### config.mk
export PLATFORM = sky130hd
export DESIGN_NAME = pcg_front_flat
export DESIGN_NICKNAME = d
export VERILOG_FILES = /design/src/sv/pcg_pkg.sv /design/src/sv/pcg_if.sv /design/src/sv/pcg_front.sv /design/src/flat_wrapper.sv
export SDC_FILE = /design/constraint.sdc
export NUM_CORES = 1
export LEC_CHECK = 0
export ABC_AREA = 1
export BUFFER_PORTS_ARGS = -buffer_cell sky130_fd_sc_hd__buf_2
export CAP_MARGIN = 5
export CORE_UTILIZATION = 35
export CTS_CLUSTER_DIAMETER = 120
export DETAILED_ROUTE_END_ITERATION = 7
export GPL_TIMING_DRIVEN = 0
export SKIP_CTS_REPAIR_TIMING = 1
export SYNTH_ARGS = -nofsm -noshare
export SYNTH_HDL_FRONTEND = slang
export SYNTH_SLANG_ARGS = --single-unit
export TNS_END_PERCENT = 1
### constraint.sdc
create_clock -name clk -period 4.5 [get_ports clk]
set_input_delay 0.675 -clock clk [delete_from_list [all_inputs] [get_ports clk]]
set_output_delay 0.675 -clock clk [all_outputs]
set_load 0.01 [all_outputs]
### src/sv/pcg_pkg.sv
// Package: shared types, constants and functions of the PCG32 bounded generator.
package pcg_pkg;

    localparam logic [63:0] LCG_MULT            = 64'd6364136223846793005;
    localparam logic [63:0] RESET_SEED_STATE    = 64'h853c49e6748fea9b;
    localparam logic [63:0] RESET_SEED_SEQUENCE = 64'hda3e39cb94b95bdb;
    localparam int          QUEUE_DEPTH         = 2;
    localparam int          PADDR_W             = 4;

    localparam logic [PADDR_W-1:0] ADDR_SEED_STATE    = 4'h0;
    localparam logic [PADDR_W-1:0] ADDR_SEED_SEQUENCE = 4'h8;

    typedef enum logic [1:0] {
        FUNC_RAW      = 2'd0,
        FUNC_UNBIASED = 2'd1,
        FUNC_FAST     = 2'd2,
        FUNC_SPARE    = 2'd3
    } func_t;

    // classified request passed from front to back
    typedef enum logic [1:0] {
        OP_RAW,
        OP_CONST,
        OP_UNBIASED,
        OP_FAST
    } op_t;

    typedef struct packed {
        op_t         op;
        logic [31:0] low_bound;
        logic [31:0] bound;
    } job_t;

    typedef enum logic [3:0] {
        ST_SEED_MUL,
        ST_SEED_ADD,
        ST_IDLE,
        ST_THR_DIV,
        ST_MUL_LL,
        ST_MUL_LH,
        ST_MUL_HL,
        ST_MUL_SUM,
        ST_CHECK,
        ST_MOD_DIV,
        ST_OUT
    } state_t;

    typedef struct packed {
        logic        start;
        logic [32:0] dividend;
        logic [31:0] divisor;
    } div_req_t;

    function automatic logic [31:0] pcg_output(input logic [63:0] old);
        logic [31:0] xs;
        logic [4:0]  rot;
        xs  = 32'(((old >> 18) ^ old) >> 27);
        rot = old[63:59];
        return (xs >> rot) | (xs << ((6'd32 - {1'b0, rot}) & 6'd31));
    endfunction

endpackage

### src/sv/pcg_if.sv
// Interfaces: request and result channels of the generator.
interface pcg_req_if;
    logic        valid;
    logic        ready;
    logic [1:0]  func;
    logic [31:0] low_bound;
    logic [31:0] high_bound;
    modport source (output valid, func, low_bound, high_bound, input ready);
    modport sink (input valid, func, low_bound, high_bound, output ready);
endinterface


### src/sv/pcg_front.sv
// Front: accepts requests, classifies them and queues the resulting jobs.
module pcg_front
    import pcg_pkg::*;
(
    input  logic     clk,
    input  logic     rst_n,
    pcg_req_if.sink  req,
    output logic     job_valid,
    output job_t     job,
    input  logic     job_take
);

    localparam int PTR_W = $clog2(QUEUE_DEPTH);

    job_t             mem_reg [QUEUE_DEPTH];
    logic [PTR_W-1:0] wr_ptr_reg, wr_ptr_next;
    logic [PTR_W-1:0] rd_ptr_reg, rd_ptr_next;
    logic [PTR_W:0]   count_reg, count_next;
    job_t             job_in;
    logic             push;
    logic             pop;

    always_comb
    begin
        job_in.low_bound = req.low_bound;
        job_in.bound     = req.high_bound - req.low_bound;
        unique case (func_t'(req.func))
            FUNC_UNBIASED: job_in.op = (req.low_bound == req.high_bound) ? OP_CONST : OP_UNBIASED;
            FUNC_FAST:     job_in.op = (req.low_bound == req.high_bound) ? OP_CONST : OP_FAST;
            default:       job_in.op = OP_RAW;
        endcase
    end

    assign req.ready = (count_reg != (PTR_W+1)'(QUEUE_DEPTH));
    assign push      = req.valid && req.ready;
    assign job_valid = (count_reg != '0);
    assign pop       = job_take && job_valid;
    assign job       = mem_reg[rd_ptr_reg];

    always_comb
    begin
        wr_ptr_next = push ? PTR_W'((32'(wr_ptr_reg) + 1) % QUEUE_DEPTH) : wr_ptr_reg;
        rd_ptr_next = pop  ? PTR_W'((32'(rd_ptr_reg) + 1) % QUEUE_DEPTH) : rd_ptr_reg;
        count_next  = count_reg + (PTR_W+1)'(push) - (PTR_W+1)'(pop);
    end

    always_ff @(posedge clk)
    begin
        if (push)
        begin
            mem_reg[wr_ptr_reg] <= job_in;
        end
    end

    always_ff @(posedge clk or negedge rst_n)
    begin
        if (!rst_n)
        begin
            wr_ptr_reg <= '0;
            rd_ptr_reg <= '0;
            count_reg  <= '0;
        end
        else
        begin
            wr_ptr_reg <= wr_ptr_next;
            rd_ptr_reg <= rd_ptr_next;
            count_reg  <= count_next;
        end
    end

endmodule

### src/flat_wrapper.sv
// flat-port wrapper written by rule: the top's interface ports become plain ports
module pcg_front_flat import pcg_pkg::*;
  (clk, rst_n, job_valid, job, job_take, req_valid, req_func, req_low_bound, req_high_bound, req_ready);
  pcg_req_if req_i ();
  input  logic clk;
  input  logic rst_n;
  output logic job_valid;
  output job_t job;
  input  logic job_take;
  input wire logic [$bits(req_i.valid)-1:0] req_valid;
  input wire logic [$bits(req_i.func)-1:0] req_func;
  input wire logic [$bits(req_i.low_bound)-1:0] req_low_bound;
  input wire logic [$bits(req_i.high_bound)-1:0] req_high_bound;
  output wire logic [$bits(req_i.ready)-1:0] req_ready;
  assign req_i.valid = req_valid;
  assign req_i.func = req_func;
  assign req_i.low_bound = req_low_bound;
  assign req_i.high_bound = req_high_bound;
  assign req_ready = req_i.ready;
  pcg_front u_core (.clk(clk), .rst_n(rst_n), .req(req_i), .job_valid(job_valid), .job(job), .job_take(job_take));
endmodule
==> results of run 1 <==
-- routing by layer --
metal / GRT usage, % / vias to the layer above
met5: 0 / -
met3: 3.61 / 18
met4: 5.36 / 0
li1: - / 3152
met2: 28.8 / 112
met1: 23.3 / 2627
-- cells in the final DEF, fill, tap and decap left out, types with 15 or more instances in the layout --
| cell type | count |
|---|---|
| nand2_1 | 428 |
| inv_1 | 158 |
| buf_2 | 140 |
| edfxtp_1 | 132 |
| nor2_1 | 42 |
| ha_1 | 35 |
| nand3_1 | 24 |
| a21oi_1 | 20 |
| clkbuf_16 | 17 |
| xor2_1 | 15 |
-- cells in the mapped netlist --
library cell / count
xnor2_1: 3
and2_1: 1
o21bai_1: 2
nand3_2: 2
buf_2: 3
a21o_1: 1
nor2_1: 44
nor3_1: 4
inv_2: 2
inv_1: 158
a21oi_2: 1
nand4_1: 6
or2_2: 1
nand2_4: 1
edfxtp_1: 132
nand3_1: 24
a21oi_1: 20
nor2_4: 1
ha_1: 35
nor2_2: 4
a21boi_1: 1
nand2_2: 10
o21bai_2: 1
buf_1: 4
clkbuf_1: 7
fa_1: 1
xor2_1: 15
dfrtp_1: 4
buf_4: 1
nand2_1: 428
-- final timing paths --
kind                                          to  slack (ns)  cells past startpoint
setup / recovery                         job[44]        1.81                      6
hold / removal               u_core.count_reg[0]        0.05                      1
setup reg to reg           u_core.mem_reg[1][23]        2.67                      5
hold reg to reg                u_core.wr_ptr_reg        0.60                      2
max in group asynchronous      u_core.wr_ptr_reg        4.34                      1
min in group clk           u_core.mem_reg[1][43]        0.45                      1
-- where the power goes --
group	internal [uW]	leakage, uW	total (uW)	switching (uW)
Combinational	601	0.00324	1780	1180
Sequential	1770	0.00128	1840	70.7
Clock	806	0.000273	1330	525
Total	3180	0.00479	4950	1780
-- cells by family (layout without fill, tap and decap cells) --
logic type / count (synthesis) / count (layout)
adders and majority gates: 36 / 36
buffers and inverters: 175 / 347
and+or+nand+nor: 526 / 526
DFF: 136 / 136
xor gates and xnor gates: 18 / 18
AOI/OAI and AO/OA: 26 / 26
-- area by class of cell --
cell class	instances	area, um^2
Inverter	160	601
Multi-Input combinational cell	606	2870
Timing Repair Buffer	141	773
Sequential cell	136	4060
Clock inverter	13	130
Fill cell	2057	11900
Tap cell	275	344
Clock buffer	18	429
Buffer	15	63.8
-- critical path: cells and delay by family (launching register included) --
| kind | cells | cell delay, ns |
|---|---|---|
| simple gates | 2 | 0.21 |
| buf+inv | 4 | 0.98 |
| flops | 1 | 0.41 |
-- metrics by stage --
step | utilization, % | instances | power, uW
finish | 43.9 | 1364 | 4950
global route | 43.9 | 1364 | 5290
CTS | 43.9 | 1364 | 5030
detailed placement | 41.2 | 1333 | 3680
global placement | 40.7 | 1329 | 3640
floorplan | - | 917 | 2920
==> impl_metrics.tcl, run 1 <==
set metrics [dict create \
    status "complete, no violations" \
    worstPathCellList "inv_1, buf_2, buf_1, nand2_1, nand2_1, buf_2" \
    fin_crit_sh_pct 59.8 \
    core_um2 21200 \
    relSlewSlack_pct 57.7 \
    port_buffers 137 \
    gp_congestion 0.869 \
    ir_drop_uv 214 \
    setup_viol 0 \
    gr-total-overflow 0 \
    finalInstanceArea_um2 9280 \
    crit_slowest_cell "buf_1" \
    fin_ws_ns 1.81 \
    htree_levels 4 \
    min_period_ns 2.69 \
    grt_max_degree 32 \
    die_x_um 149 \
    synth_top_family_by_area "simple AND/OR/NAND/NOR gates" \
    grt_usage_pct 17.6 \
    crit_type "register to output port" \
    hold_slack_ns 0.0478 \
    yosys.area_share.xor_xnor_pct 2.08 \
    synth-compound-area-share_pct 1.98 \
    remaining_drc_errors 0 \
    fmax_mhz 371 \
    slowest_delay_ns 0.46 \
    num_rows 53 \
    powerDensity_nw_per_um2 534 \
    synth_top_area_cell "edfxtp_1" \
    vias_per_cell 4.33 \
    syn_nets 1023 \
    drv_slew 0 \
    dp_slack_ns 1.96 \
    cp-startpoint "u_core.rd_ptr_reg" \
    grt_pass1_wl_mm 29.0 \
    syn_avg_cell_area_um2 8.27 \
    synth.area.mux_share_pct 0 \
    yosysUniqueCellTypes 30 \
    wl_met1_mm 8.73 \
    yosysSeqAreaShare_pct 53.6 \
    drtAntennaViolNets 0 \
    wl_met3_um 803 \
    clock-sinks 136 \
    wl_per_cell_um 13.6 \
    grt_pass1_vias 5594 \
    start_util_pct 35.9 \
    antenna_found_initial 0 \
    cts_tree "done" \
    clkSlewWorstSetupHoldPaths_ns 0.06 \
    totalWireLength_mm 18.6 \
    io_pins 138 \
    nNetsFinal 1183 \
    critPathMaxFanout 10 \
    die_area_um2 22300 \
    cts_made_buffers 17 \
    synthSimpleGateAreaFrac_pct 27.6 \
    insertion_delay_ns 0.42 \
    startpoint_type "register" \
    p_leak_uw 0.00479 \
    yosysWarnings 0 \
    cp.required_ns 3.83 \
    r2r_start "u_core.count_reg[1]" \
    ys_ff_latch 136 \
    syn_inst 917 \
    detail_route.iter0.violations 286 \
    final_hold_viol_count 0 \
    chipHeight_um 149 \
    drive_gt1_share_pct 18.3 \
    synth_fa_ha_area_share_pct 6.04 \
    fin_skew_ns 0.00646 \
    hpwl_mm 14.8 \
    antenna_cells 0 \
    highest_layer "met4" \
    via_count 5909 \
    dpl-instance-area_um2 8720 \
    root_buffer "clkbuf_16" \
    grt_setup_unrepaired "false" \
    cts_buffer_depth 2 \
    synth_area_leaders "edfxtp_1 (52%), nand2_1 (21%), inv_1 (7.8%), ha_1 (5.8%), nor2_1 (2.2%)" \
    fin_tns_setup_ns 0 \
    largest_reg_flops 132 \
    wl_met2_mm 8.83 \
    arrival_ns 2.02 \
    end_kind "output port" \
    syn2layout_area_growth_pct 22.3 \
    drt_pass1_iterations 7 \
    hold_class "primary input to asynchronous set/reset pin" \
    synth_top_area_share_pct 52.3 \
    worst_slew_pin_slew_ns 0.634 \
    maxCapViolations 0 \
    netlist_area_um2 7590 \
]
(Power assumes the default switching activity.)
==> inputs of run 2 (changes only) <==
==> constraint.sdc (replaced) <==
create_clock -name clk -period 2.3 [get_ports clk]
set_input_delay 0.345 -clock clk [delete_from_list [all_inputs] [get_ports clk]]
set_output_delay 0.345 -clock clk [all_outputs]
set_load 0.01 [all_outputs]
==> run 2 against run 1 <==
Net effect:
- combinational power grew 96%
- cell count rose by 0.15%
- sequential power is 96% higher
- highest routed layer unchanged
==> impl_metrics.tcl, run 2 (synthesized netlist as in run 1, its figures left out) <==
set metrics [dict create \
    total_power_uw 9860 \
    nNetsFinal 1184 \
    multiInputGateArea_um2 2870 \
    rr_worst_depth 4 \
    io_pins 138 \
    layout_commonest_cell "nand2_1" \
    vias_per_cell 4.40 \
    chipHeight_um 149 \
    hpwl_mm 14.7 \
    die_area_um2 22300 \
    cts_made_buffers 17 \
    drtAntennaViolNets 0 \
    insertion_delay_ns 0.43 \
    syn2layout_area_growth_pct 23.0 \
    clock-sinks 136 \
    relSlewSlack_pct 59.6 \
    cts_tree "done" \
    powerDensity_nw_per_um2 1060 \
    wl_per_cell_um 13.6 \
    drive_gt1_share_pct 18.9 \
    startpoint_type "register" \
    worstHoldStart "req_low_bound[6]" \
    fin_util_pct 44.1 \
    largest_reg_flops 132 \
    start_util_pct 35.9 \
    totalWireLength_mm 18.6 \
    regArea_um2 4060 \
    critPathMaxFanout 10 \
    fin_skew_ns 0.00570 \
    worstHoldEndpoint "u_core.mem_reg[0][38]" \
    num-fill-cells 2087 \
    cp.required_ns 1.96 \
    p_leak_uw 0.00482 \
    setup_viol 0 \
    grt_usage_pct 17.3 \
    worstPathCellList "inv_1, buf_2, buf_2, nand2_1, nand2_1, buf_2" \
    timing.rr.end "u_core.mem_reg[1][15]" \
    crit_slowest_cell "dfrtp_1" \
    ir_drop_uv 426 \
    drt_pass1_iterations 5 \
    detail_route.iter0.violations 314 \
    hold_depth 1 \
    grt_setup_unrepaired "true" \
    slowest_delay_ns 0.43 \
    grt_pass1_vias 5573 \
    die_x_um 149 \
    hold_class "primary input to register" \
    grt_pass1_wl_mm 28.6 \
    path_common_cell "buf_2" \
    antenna_cells 0 \
    num_rows 53 \
    maxCapViolations 0 \
    root_buffer "clkbuf_16" \
    drv_slew 0 \
    fin_crit_sh_pct 95.5 \
    gr-total-overflow 0 \
    via_count 6013 \
    crit_type "register to output port" \
    remaining_drc_errors 0 \
    antenna_found_initial 0 \
    min_period_ns 2.20 \
    core_um2 21200 \
    status "complete, no violations" \
    htree_levels 4 \
    layout_common_cells "nand2_1 (428), inv_1 (158), buf_2 (140)" \
    hold_slack_ns 0.121 \
    arrival_ns 1.85 \
    end_kind "output port" \
    final_hold_viol_count 0 \
    r2r_start "u_core.count_reg[1]" \
    grt_max_degree 31 \
    worst_slew_pin_slew_ns 0.607 \
    port_buffers 137 \
    clkSlewWorstSetupHoldPaths_ns 0.06 \
    gp_congestion 0.847 \
    fmax_mhz 455 \
    cts_buffer_depth 2 \
    fin_tns_setup_ns 0 \
    regToRegSetupSlack_ns 0.69 \
]
==> run 2: cell count changes in the layout (fill, tap and decap cells not counted), moves of 3 or more <==
cell      before  now
clkinv_4       2    5
clkbuf_2       0    4
buf_1          4    0
clkinv_2       5    2
==> run 2: how the worst max path moves through the flow <==
stage                     slack [ns]  cells after the start                     to                start
after floorplan                -0.49                      3   u_core.mem_reg[1][0]  u_core.count_reg[1]
after global placement         -1.46                      3  u_core.mem_reg[0][58]  u_core.count_reg[1]
after detailed placement        0.09                     12  u_core.mem_reg[0][24]    req_high_bound[0]
after CTS                      -0.16                      6                job[44]    u_core.rd_ptr_reg
after global routing           -0.09                      5                job[44]    u_core.rd_ptr_reg
final                           0.10                      6                job[44]    u_core.rd_ptr_reg
==> run 2: metrics by stage <==
stage               cells  worst slack, ns  area, um^2
finish               1366            0.103        9330
global route         1366          -0.0925        9330
CTS                  1365           -0.162        9320
detailed placement   1333           0.0923        8710
global placement     1329            -1.46        8620
floorplan             917           -0.489        7590
==> run 2: worst max-delay path, delay by kind of cell (launching register included) <==
kind | cells | cell delay [ns]
flops | 1 | 0.43
buf+inv | 4 | 0.82
simple gates | 2 | 0.17
==> run 2: routing by layer <==
metal	vias to the layer above	global-route usage, %	share of wire [%]
li1	3172	-	-
met1	2700	22.6	47
met2	118	28.4	47
met3	23	3.70	4.6
met4	0	5.97	1.7
met5	-	0	0
==> run 2: final cells by class <==
type                            instances  area share, %
Multi-Input combinational cell        606           30.8
Clock inverter                         14           1.88
Timing Repair Buffer                  142           8.31
Clock buffer                           18           4.60
Buffer                                 15          0.777
Tap cell                              275           3.69
Sequential cell                       136           43.5
Inverter                              160           6.43
==> run 2: report_power, final <==
group / internal [uW] / total, uW / switching, uW
Sequential: 3460 / 3600 / 140
Combinational: 1180 / 3480 / 2300
Clock: 1710 / 2780 / 1070
==> inputs of run 3 (changes only) <==
--- a/config.mk
+++ b/config.mk
@@ -9,6 +9,7 @@
 export BUFFER_PORTS_ARGS = -buffer_cell sky130_fd_sc_hd__buf_2
 export CAP_MARGIN = 5
 export CORE_UTILIZATION = 35
+export CTS_BUF_LIST = sky130_fd_sc_hd__clkbuf_8 sky130_fd_sc_hd__clkbuf_16
 export CTS_CLUSTER_DIAMETER = 120
 export DETAILED_ROUTE_END_ITERATION = 7
 export GPL_TIMING_DRIVEN = 0
==> run 3 against run 2 <==
Net effect:
- fmax rose by 0.50%
- non-clock buffer count did not move
- sequential power barely moved
- largest cell class unchanged
- cell count did not move
- highest routed layer unchanged
- routed wire length fell by 0.47%
- first-iteration DRC count rose by 0.96%
- hold slack got worse by 0.0058 ns
- flip-flop and latch count did not move
- critical path depth did not move
- final area did not move
==> impl_metrics.tcl, run 3 (synthesized netlist as in run 1, its figures left out) <==
set metrics [dict create \
    antenna_found_initial 0 \
    layout_common_cells "nand2_1 (428), inv_1 (159), buf_2 (140)" \
    regToRegSetupSlack_ns 0.70 \
    cp.required_ns 1.96 \
    clkSlewWorstSetupHoldPaths_ns 0.06 \
    maxCapViolations 0 \
    clock-sinks 136 \
    setup_viol 0 \
    vias_per_cell 4.37 \
    fmax_mhz 458 \
    total_power_uw 9830 \
    start_util_pct 35.9 \
    crit_type "register to output port" \
    hpwl_mm 14.7 \
    remaining_drc_errors 0 \
    cts_buffer_depth 2 \
    critPathMaxFanout 10 \
    powerDensity_nw_per_um2 1050 \
    finalInstanceArea_um2 9330 \
    drtAntennaViolNets 0 \
    fin_util_pct 44.1 \
    cts_tree "done" \
    grt_setup_unrepaired "true" \
    end_kind "output port" \
    die_area_um2 22300 \
    final_hold_viol_count 0 \
    gr-total-overflow 0 \
    crit_end "job[44]" \
    drt_pass1_iterations 5 \
    largest_reg_flops 132 \
    core_um2 21200 \
    rr_worst_depth 4 \
    via_count 5963 \
    fin_ws_ns 0.114 \
    timing.rr.end "u_core.mem_reg[1][57]" \
    layout_commonest_cell "nand2_1" \
    drv_slew 0 \
    hold_slack_ns 0.115 \
    fin_skew_ns 0.0195 \
    r2r_start "u_core.count_reg[1]" \
    fin_crit_sh_pct 95.0 \
    drive_gt1_share_pct 18.9 \
    syn2layout_area_growth_pct 23.0 \
    totalWireLength_mm 18.5 \
    gp_congestion 0.847 \
    dp_slack_ns 0.0923 \
    antenna_cells 0 \
    grt_usage_pct 17.3 \
    detail_route.iter0.violations 317 \
    grt_pass1_wl_mm 28.5 \
    p_leak_uw 0.00482 \
    grt_pass1_vias 5578 \
    dpl-instance-area_um2 8710 \
    min_period_ns 2.19 \
    num_rows 53 \
    relSlewSlack_pct 59.7 \
    status "complete, no violations" \
    startpoint_type "register" \
    wl_per_cell_um 13.6 \
    worst_slew_pin_slew_ns 0.605 \
    port_buffers 137 \
    io_pins 138 \
    ir_drop_uv 417 \
    cts_made_buffers 17 \
    insertion_delay_ns 0.43 \
    hold_class "primary input to register" \
    cp-startpoint "u_core.rd_ptr_reg" \
    chipHeight_um 149 \
    die_x_um 149 \
    grt_max_degree 31 \
    nNetsFinal 1184 \
    arrival_ns 1.84 \
    htree_levels 4 \
    num-fill-cells 2087 \
    root_buffer "clkbuf_16" \
]
==> run 3: cell type report <==
type	count	area [um^2]	area share, %
Sequential cell	136	4060	43.5
Multi-Input combinational cell	606	2870	30.8
Timing Repair Buffer	142	776	8.31
Inverter	160	601	6.43
Clock buffer	17	425	4.56
Tap cell	275	344	3.69
Clock inverter	15	179	1.92
Buffer	15	72.6	0.777
==> run 3: worst min path at each step <==
stage                                  from                    end  slack (ns)  cells past startpoint
after floorplan                       rst_n    u_core.count_reg[0]        0.05                      0
after global placement                rst_n    u_core.count_reg[1]        0.15                      1
after detailed placement              rst_n    u_core.count_reg[1]        0.15                      1
after CTS                             rst_n    u_core.count_reg[1]       -0.31                      1
after global routing      req_low_bound[22]  u_core.mem_reg[0][54]        0.11                      1
final                      req_low_bound[6]  u_core.mem_reg[0][38]        0.12                      1
==> run 3: critical path, cell delays in order, from the launching register on <==
cell and delay (ns):
dfrtp_1 0.43, inv_1 0.12, buf_2 0.27, buf_2 0.29
nand2_1 0.08, nand2_1 0.09, buf_2 0.14
==> run 3: stage by stage <==
step / setup TNS [ns] / instances
floorplan: -63.67 / 917
global placement: -191.79 / 1329
detailed placement: 0 / 1333
CTS: -1.32 / 1365
global route: -0.372 / 1366
finish: 0 / 1366
==> run 3: where the power goes <==
group          total [uW]  switching, uW  internal, uW  leakage (uW)
combinational        3470           2290          1180       0.00325
clock                2770           1060          1700      0.000291
sequential           3600            139          3460       0.00128
==> run 3: layer usage <==
layer	part of all wire [%]	global-route usage, %	vias up
li1	-	-	3173
met3	4.9	3.70	8
met1	46	22.5	2653
met4	0.77	5.97	0
met5	0	0	-
met2	48	28.4	129
